===== config.mk =====
export PLATFORM = sky130hd
export DESIGN_NAME = zone_bandwidth_reservation_unit
export DESIGN_NICKNAME = d
export VERILOG_FILES = /design/src/rtl/core/zbr_pkg.sv /design/src/rtl/core/zbr_table.sv /design/src/rtl/core/zbr_update.sv /design/src/rtl/core/zone_bandwidth_reservation_unit.sv
export SDC_FILE = /design/constraint.sdc
export NUM_CORES = 2
export LEC_CHECK = 0
export BUFFER_PORTS_ARGS = -buffer_cell sky130_fd_sc_hd__buf_2
export CAP_MARGIN = 15
export CORE_UTILIZATION = 30
export DETAILED_ROUTE_END_ITERATION = 16
export PLACE_DENSITY_LB_ADDON = 0.12
export SETUP_SLACK_MARGIN = 0.05
export SYNTH_ARGS = -nofsm -noshare
export SYNTH_HDL_FRONTEND = slang
export SYNTH_MEMORY_MAX_BITS = 65536
export SYNTH_SLANG_ARGS = --single-unit

===== constraint.sdc =====
create_clock -name clk -period 55.6 [get_ports clk]
set_input_delay 16.68 -clock clk [delete_from_list [all_inputs] [get_ports clk]]
set_output_delay 16.68 -clock clk [all_outputs]
set_load 0.02 [all_outputs]

===== src/rtl/core/zbr_pkg.sv =====
// shared types and constants for the zone bandwidth reservation unit
`timescale 1ns / 1ps
package zbr_pkg;

  localparam int ZBR_ZONES  = 16;
  localparam int ZONE_W     = 4;
  localparam int ZONE_EXT_W = 9;
  localparam int AMT_W      = 64;
  localparam int GRANT_W    = 32;

  localparam logic [AMT_W-1:0] HANDLE_ODD = 64'h1;

  typedef enum logic [1:0] {
    KIND_SET      = 2'd0,
    KIND_SCHEDULE = 2'd1,
    KIND_RELEASE  = 2'd2,
    KIND_STATUS   = 2'd3
  } kind_t;

  typedef struct packed {
    logic [AMT_W-1:0]   budget;
    logic [AMT_W-1:0]   in_use;
    logic [AMT_W-1:0]   queued;
    logic [GRANT_W-1:0] grants;
    logic [AMT_W-1:0]   hcount;
  } entry_t;

  typedef struct packed {
    logic [AMT_W-1:0]   handle;
    logic [AMT_W-1:0]   in_use;
    logic [AMT_W-1:0]   queued;
    logic [GRANT_W-1:0] grants;
  } result_t;

endpackage


===== src/rtl/core/zbr_table.sv =====
// zone table memory with per-entry valid bits
`timescale 1ns / 1ps
module zbr_table #(
  parameter int ZONES = zbr_pkg::ZBR_ZONES,
  localparam int IDX_W = (ZONES > 1) ? $clog2(ZONES) : 1
) (
  input  logic            clk,
  input  logic            rst,
  input  logic            rd_en,
  input  logic [IDX_W-1:0] rd_idx,
  output zbr_pkg::entry_t rd_data,
  input  logic            wr_en,
  input  logic [IDX_W-1:0] wr_idx,
  input  zbr_pkg::entry_t wr_data
);
  import zbr_pkg::*;

  entry_t             mem [ZONES];
  entry_t             rd_q;
  logic               rd_hit;
  logic [ZONES-1:0]   vld;

  always_ff @(posedge clk) begin
    if (wr_en) begin
      mem[wr_idx] <= wr_data;
    end
    if (rd_en) begin
      rd_q <= mem[rd_idx];
    end
  end

  always_ff @(posedge clk) begin
    if (rst) begin
      vld    <= '0;
      rd_hit <= 1'b0;
    end else begin
      if (wr_en) begin
        vld[wr_idx] <= 1'b1;
      end
      if (rd_en) begin
        rd_hit <= vld[rd_idx];
      end
    end
  end

  // never-written entries read as zero
  assign rd_data = rd_hit ? rd_q : '0;

endmodule


===== src/rtl/core/zbr_update.sv =====
// read-modify-write update of one zone entry and its result
`timescale 1ns / 1ps
module zbr_update (
  input  zbr_pkg::kind_t   kind,
  input  logic [63:0]      amount,
  input  logic             zone_ok,
  input  zbr_pkg::entry_t  cur,
  output zbr_pkg::entry_t  nxt,
  output zbr_pkg::result_t res
);
  import zbr_pkg::*;

  logic [AMT_W:0]   use_sum;
  logic [AMT_W:0]   q_sum;
  logic [AMT_W-1:0] hcount_inc;
  logic [AMT_W-1:0] handle_val;

  always_comb begin
    use_sum    = {1'b0, cur.in_use} + {1'b0, amount};
    q_sum      = {1'b0, cur.queued} + {1'b0, amount};
    hcount_inc = cur.hcount + 64'd1;
    nxt        = cur;
    handle_val = '0;
    unique case (kind)
      KIND_SET: begin
        nxt.budget = amount;
      end
      KIND_SCHEDULE: begin
        if (cur.budget == '0) begin
          handle_val = HANDLE_ODD;
        end else if (use_sum <= {1'b0, cur.budget}) begin
          nxt.in_use = use_sum[AMT_W-1:0];
          if (cur.grants != '1) begin
            nxt.grants = cur.grants + 32'd1;
          end
          nxt.hcount = hcount_inc;
          handle_val = hcount_inc | HANDLE_ODD;
        end else begin
          nxt.queued = q_sum[AMT_W] ? '1 : q_sum[AMT_W-1:0];
        end
      end
      KIND_RELEASE: begin
        if (cur.grants != '0) begin
          nxt.grants = cur.grants - 32'd1;
          if (cur.grants == 32'd1) begin
            nxt.in_use = '0;
            nxt.queued = '0;
          end
        end
      end
      KIND_STATUS: begin
      end
    endcase
  end

  always_comb begin
    if (zone_ok) begin
      res.handle = handle_val;
      res.in_use = nxt.in_use;
      res.queued = nxt.queued;
      res.grants = nxt.grants;
    end else begin
      // zone outside the table
      res.handle = (kind == KIND_SCHEDULE) ? HANDLE_ODD : '0;
      res.in_use = '0;
      res.queued = '0;
      res.grants = '0;
    end
  end

endmodule


===== src/rtl/core/zone_bandwidth_reservation_unit.sv =====
// top level of the zone bandwidth reservation unit
//
// Requests arrive on the in channel (kind, zone, amount) under in_valid and
// in_stall; each request gives exactly one result on the out channel (handle,
// bytes_in_use, bytes_queued, grant_count) under out_valid and out_stall.
// A request reads its zone entry from the table memory at the accepting edge,
// the next edge updates the entry, writes it back and loads the output
// register, raising out_valid. One request is in flight at a time: the memory
// read is followed by the write-back of the same entry, so the next request
// is accepted only once that write-back is done and the output register is
// not held by a stall.
// While the receiver stalls, the result holds in the output register and
// in_stall stays high until the result is taken.
// Reset clears the table valid bits, so every zone reads as all zero
// (budget, counters and handle counter) until it is first written; reset
// also drops any request in flight and any pending result.
`timescale 1ns / 1ps
module zone_bandwidth_reservation_unit #(
  parameter int ZONES = zbr_pkg::ZBR_ZONES
) (
  input  logic        clk,
  input  logic        rst,
  input  logic        in_valid,
  output logic        in_stall,
  input  logic [1:0]  kind,
  input  logic [3:0]  zone,
  input  logic [63:0] amount,
  output logic        out_valid,
  input  logic        out_stall,
  output logic [63:0] handle,
  output logic [63:0] bytes_in_use,
  output logic [63:0] bytes_queued,
  output logic [31:0] grant_count
);
  import zbr_pkg::*;

  localparam int IDX_W = (ZONES > 1) ? $clog2(ZONES) : 1;

  logic [ZONE_EXT_W-1:0] zone_ext;
  logic                  zone_ok;
  logic [IDX_W-1:0]      zone_idx;
  logic                  accept;

  logic                  s1_valid;
  kind_t                 s1_kind;
  logic [AMT_W-1:0]      s1_amount;
  logic                  s1_zone_ok;
  logic [IDX_W-1:0]      s1_idx;

  entry_t                cur_entry;
  entry_t                new_entry;
  result_t               res;

  assign zone_ext = ZONE_EXT_W'(zone);
  assign zone_ok  = zone_ext < ZONE_EXT_W'(ZONES);
  assign zone_idx = zone_ext[IDX_W-1:0];
  assign in_stall = s1_valid | (out_valid & out_stall);
  assign accept   = in_valid & ~in_stall;

  always_ff @(posedge clk) begin
    if (rst) begin
      s1_valid <= 1'b0;
    end else begin
      s1_valid <= accept;
    end
  end

  always_ff @(posedge clk) begin
    if (rst) begin
      s1_kind <= KIND_STATUS;
    end else if (accept) begin
      s1_kind <= kind_t'(kind);
    end
  end

  always_ff @(posedge clk) begin
    if (accept) begin
      s1_amount  <= amount;
      s1_zone_ok <= zone_ok;
      s1_idx     <= zone_idx;
    end
  end

  zbr_table #(
    .ZONES (ZONES)
  ) u_table (
    .clk     (clk),
    .rst     (rst),
    .rd_en   (accept),
    .rd_idx  (zone_idx),
    .rd_data (cur_entry),
    .wr_en   (s1_valid & s1_zone_ok),
    .wr_idx  (s1_idx),
    .wr_data (new_entry)
  );

  zbr_update u_update (
    .kind    (s1_kind),
    .amount  (s1_amount),
    .zone_ok (s1_zone_ok),
    .cur     (cur_entry),
    .nxt     (new_entry),
    .res     (res)
  );

  always_ff @(posedge clk) begin
    if (rst) begin
      out_valid <= 1'b0;
    end else if (s1_valid) begin
      out_valid <= 1'b1;
    end else if (!out_stall) begin
      out_valid <= 1'b0;
    end
  end

  always_ff @(posedge clk) begin
    if (s1_valid) begin
      handle       <= res.handle;
      bytes_in_use <= res.in_use;
      bytes_queued <= res.queued;
      grant_count  <= res.grants;
    end
  end

  a_accept_to_update: assert property (@(posedge clk) disable iff (rst)
    accept |=> s1_valid)
    else $error("accepted request did not reach the update stage");

  a_update_to_out: assert property (@(posedge clk) disable iff (rst)
    s1_valid |=> out_valid)
    else $error("update did not load the output register");

  a_one_in_flight: assert property (@(posedge clk) disable iff (rst)
    s1_valid |=> !s1_valid)
    else $error("two requests in the update stage back to back");

  a_idle_zone_empty: assert property (@(posedge clk) disable iff (rst)
    out_valid && grant_count == '0 |-> bytes_in_use == '0)
    else $error("bytes in use without an outstanding grant");

endmodule

# Word level (Yosys, flattened, before mapping)
# Memory sizes are Yosys's and may differ from the RTL's. A register that Yosys moved wholly into a read port is not among the register bits.
# Cells that the tools add are included.
totals:
  register_bits: 314
  ram_bits: 4608
  input_bits: 74
  out_inout_bits: 226
  word_cells: 63
  mem_count: 1
op_classes:
  add_sub_neg: 5
  order_cmp: 5
  eq_ne: 5
  muxes: 25
  bitwise: 6
  reduce_logical: 4
memory_table:
  columns: ["name", "depth", "width", "read_ports", "rd_clocked_by_memory_dff", "wr", "line_no", "text"]
  rows:
  - ["u_table.mem", 16, 288, 1, 1, 1, "zbr_table.sv:18", "entry_t mem [ZONES];"]
ops:
  columns: ["op", "n"]
  rows:
  - ["two-way mux 64 bit", 8]
  - ["two-way mux 224 bit", 2]
  - ["case mux 160 bit (2 select lines)", 1]
  - ["two-way mux 288 bit", 1]
  - ["two-way mux 160 bit", 1]
  - ["adder 64 x 64 -> 65 bit", 2]
  - ["two-way mux 128 bit", 1]
  - ["two-way mux 96 bit", 1]
  - ["less-or-equal comparator 65 x 64 -> 1 bit", 1]
  - ["adder 64 x 1 -> 64 bit (second input constant)", 1]
  - ["logical NOT 64 bit", 1]
  - ["adder 32 x 1 -> 32 bit (second input constant)", 1]
  - ["== test 32 x 1 -> 1 bit (second input constant)", 1]
  - ["two-way mux 32 bit", 1]
  - ["!= test 32 bit (second input constant)", 1]
  - ["nonzero test 32 bit", 1]
  - ["subtractor 32 x 1 -> 32 bit (second input constant)", 1]
  - ["bitwise OR 16 bit", 1]
  - ["< comparator 4 x 5 -> 1 bit (second input constant)", 3]
  - ["two-way mux 1 bit", 7]
  - ["binary-select mux 1 bit (select 4 bit)", 1]
  - ["demux 1 bit (select 4 bit)", 1]
  - [">= comparator 4 x 1 -> 1 bit (second input constant)", 1]
  - ["AND 1 bit", 3]
  - ["7 further kinds", 7]

# Logic depth before layout (Yosys ltp)
logic_depth:
  word_depth: 7
  mapped_depth: 37
  depth_no_buf: 25

# By module
# From an unflattened synthesis, not the netlist that was laid out.
hier_totals:
  cells_unflattened: 10439
  area_unflattened_um2: 210747.1
modules_own_cells:
  columns: ["module", "n_inst", "cells_each", "area_per_inst_um2", "seq_area_each_um2"]
  rows:
  - ["zbr_table", 1, 7373, 184301.8, 147361.3]
  - ["zbr_update", 1, 2759, 17525.6, 0.0]
  - ["zone_bandwidth_reservation_unit", 1, 307, 8919.8, 8848.5]

# Worst setup path before layout
# Ideal clock, no wire load.
synth_timing:
  path_kind: "input to output"
  start: "input port out_stall"
  end: "output port in_stall"
  arrival_ns: 17.201
  t_required_ns: 38.920
  slack_ns: 21.719
  stages: 2
  n_path_buf: 0
  path_cell_list: "a21oi_1 > inv_1"
synth_between:
  elab_chain_cells: 2
synth_rtl:
  columns: ["element", "line_no", "text"]
  rows:
  - ["start: declaration", "zone_bandwidth_reservation_unit.sv:29", "input logic out_stall,"]
  - ["AND 1 bit", "zone_bandwidth_reservation_unit.sv:57", "assign in_stall = s1_valid | (out_valid & out_stall);"]
  - ["bitwise OR 1 bit", "zone_bandwidth_reservation_unit.sv:57", null]
  - ["end: declaration", "zone_bandwidth_reservation_unit.sv:24", "output logic in_stall,"]
# No other way between the ends.

# Worst setup path in the final report
# Ends and elaborated chain as after synthesis.

==> flow_summary.json <==
{
  "track_usage": 0.1885,
  "grt_pass1_vias": 111700,
  "drt_iter0_drc": 9909,
  "crit_fanout": 3,
  "hpwl_um": 392900,
  "fp.dieW_um": 835.9,
  "ys_warn_count": 0,
  "design_area_um2": 242500,
  "cap_viol_max_count": 0,
  "std_cell_rows": 305,
  "syn_area_um2": 208600,
  "min_path_cells": 2,
  "slew-limit-headroom": 0.1845,
  "min_period_ns": 34.00,
  "hold_buffers": 0,
  "critPathRequiredTime_ns": 38.92,
  "rsz0062_at_grt": "false",
  "synth_edf_count": 5188,
  "ys.flop_type": "edfxtp_1",
  "hold_path_startpoint": "u_table.vld[9]",
  "irDropWorstVdd_v": 0.00003548,
  "antenna_found_initial": 41,
  "fin_tns_setup_ns": 0,
  "ios": 300,
  "end_kind": "primary output",
  "period_share": 0.6115,
  "cts_tree": "built",
  "drive_gt1_frac": 0.2726,
  "place_area_um2": 223600,
  "path_cells": "buf_2 -> a21oi_1 -> inv_1 -> buf_2",
  "ys_types": 92,
  "power.total_mw": 8.530,
  "io_buffer_count": 299,
  "slowest_stage": "a21oi_1",
  "synth-async-reset-ratio": 0,
  "syn-instance-count": 10070,
  "synth_top_family_by_area": "multiplexers",
  "synth-compound-area-share": 0.03094,
  "dieArea_um2": 698700,
  "area_delta_synth_final_pct": 16.24,
  "yosys.area.top_type": "edfxtp_1",
  "slowest_delay_ns": 0.25,
  "drt-pass1-iter-count": 6,
  "start_kind": "input pin",
  "yosys.area_share.simple": 0.03240,
  "outcome": "finished clean",
  "setup_viol": 0,
  "holdWs_ns": 0.4681,
  "crit_family": "buffers and inverters",
  "yosysMostFrequentCell": "edfxtp_1",
  "arrival_ns": 17.32,
  "grt_pass1_wl_um": 930300,
  "grt_overflow": 0,
  "report.final.slew_viol_count": 0,
  "ant_nets": 0,
  "p_per_area_nw_per_um2": 35.18,
  "layout.nets": 11140,
  "fmax_ghz": 0.02941,
  "synth_xor_area_frac": 0.009950,
  "gp_congestion": 0.8521,
  "clkTransAtPathRegs_ns": 0.06,
  "ctsHtreeMaxLevel": 6,
  "hp-class": "register to register",
  "root_buffer": "clkbuf_16",
  "wire_per_inst_um": 32.87,
  "finalWirelength_um": 675800,
  "drc": 0,
  "cp_common_cell": "buf_2",
  "finalHoldViolCount": 0,
  "muxShareOfSynthArea": 0.1554,
  "leakage_nw": 73.89,
  "synth.ff_latch_count": 5209,
  "netlist_top_cells_count": "edfxtp_1, mux4_2, nand2_1",
  "die_height_um": 835.9,
  "clk_latency_ns": 1.11,
  "critical_path_class": "input pin to primary output",
  "grt_max_degree": 129,
  "whs_endpoint": "u_table.vld[9]",
  "r2r_slack_ns": 42.88,
  "vias": 106400,
  "r2r-end": "u_table.mem[3][57]",
  "r2r-start": "u_table.rd_hit",
  "synth_adder_area_share": 0.01180,
  "syn-mean-instance-area_um2": 20.71,
  "ff2ff_path_depth": 29,
  "finalClockSkew_ns": 0.07162,
  "synth_nets": 10340,
  "synthTopCellsByArea": "edfxtp_1, mux4_2, ha_1",
  "netlist.area_leader.share": 0.7468,
  "clkSinkCount": 5209,
  "clock_path_buffers": 4,
  "coreArea_um2": 691100,
  "path_buf_inv": 3,
  "cts_setup_buffers": 0,
  "post_cts_resize_count": 0,
  "numCtsBuffers": 584,
  "floorplan.initialDensity": 0.3019,
  "vias_per_cell": 5.176,
  "ys_seq_area_frac": 0.7488,
  "worst_pin_slew_ns": 1.215,
  "final_core_util": 0.3509
}
[metal layers]
metal | track usage | wire length (um) | part of all wire
met4 | 0.04173 | 16180 | 0.024
met1 | 0.2507 | 286800 | 0.42
met3 | 0.02468 | 30050 | 0.044
met2 | 0.3298 | 342700 | 0.51
met5 | 0 | 61 | 0.000090
[cells by family after synthesis]
kind of cell	Yosys count
mux	1464
simple gates	1395
compound gates	981
buf+inv	591
flops	5209
xor+xnor	237
fa+ha+maj	196
[worst max-delay path by stage]
stage               startpoint       end  slack (ns)  cells after the start
floorplan            out_stall  in_stall       21.72                      2
global placement     out_stall  in_stall       21.49                      4
detailed placement   out_stall  in_stall       21.55                      4
CTS                  out_stall  in_stall       21.56                      4
global route         out_stall  in_stall       21.51                      4
finish               out_stall  in_stall       21.60                      4
[cell usage in the layout (no fill, tap or decap), drive strengths merged, types with 21 or more instances in the layout]
cell / count
a31oi: 29
nor4: 38
ha: 192
or3: 28
and3: 32
bufinv: 40
nor3: 75
mux4: 1419
nor2b: 41
o21bai: 26
inv: 98
o2bb2ai: 61
xnor2: 164
xor2: 73
o21ai: 218
nor2: 332
a22o: 52
clkbuf: 723
o22ai: 64
mux2i: 40
a21oi: 235
a21o: 84
clkinv: 245
nand2b: 24
buf: 733
a211oi: 38
edfxtp: 5188
dfxtp: 21
nand4: 85
nand2: 427
nand3: 110
and2: 132
[layout make-up]
class | instances | area (um^2)
antenna | 15 | 37.54
multi-input combinational | 4273 | 50800
sequential | 5209 | 156200
clock buffer | 722 | 15480
inverter | 66 | 255.2
clock inverter | 333 | 3090
fill | 64040 | 448600
tap | 9210 | 11520
timing repair buffer | 734 | 5099
[where the power goes]
group	switching (mW)	internal, mW	total, mW
sequential	0.0398	4.33	4.37
clock	1.61	2.17	3.79
combinational	0.231	0.143	0.374
[flip-flops by register name, summed over array words and instances (netlist names), 4 cells and up]
name / count
bytes_queued: 64
grant_count: 32
s1_idx: 4
bytes_in_use: 64
s1_amount: 64
u_table.vld: 16
u_table.rd_q: 288
u_table.mem: 4608
handle: 64
[worst min-delay path: cells and delay by family (launching register included)]
| family | cells | cell delay (ns) |
|---|---|---|
| DFF | 1 | 0.32 |
| and+or+nand+nor | 2 | 0.11 |
[per-stage QoR]
stage / worst slack, ns / cells
global route: 21.51 / 20550
global placement: 21.49 / 19450
finish: 21.60 / 20560
CTS: 21.56 / 20510
floorplan: 21.72 / 10070
detailed placement: 21.55 / 19460
(Power assumes the default switching activity.)
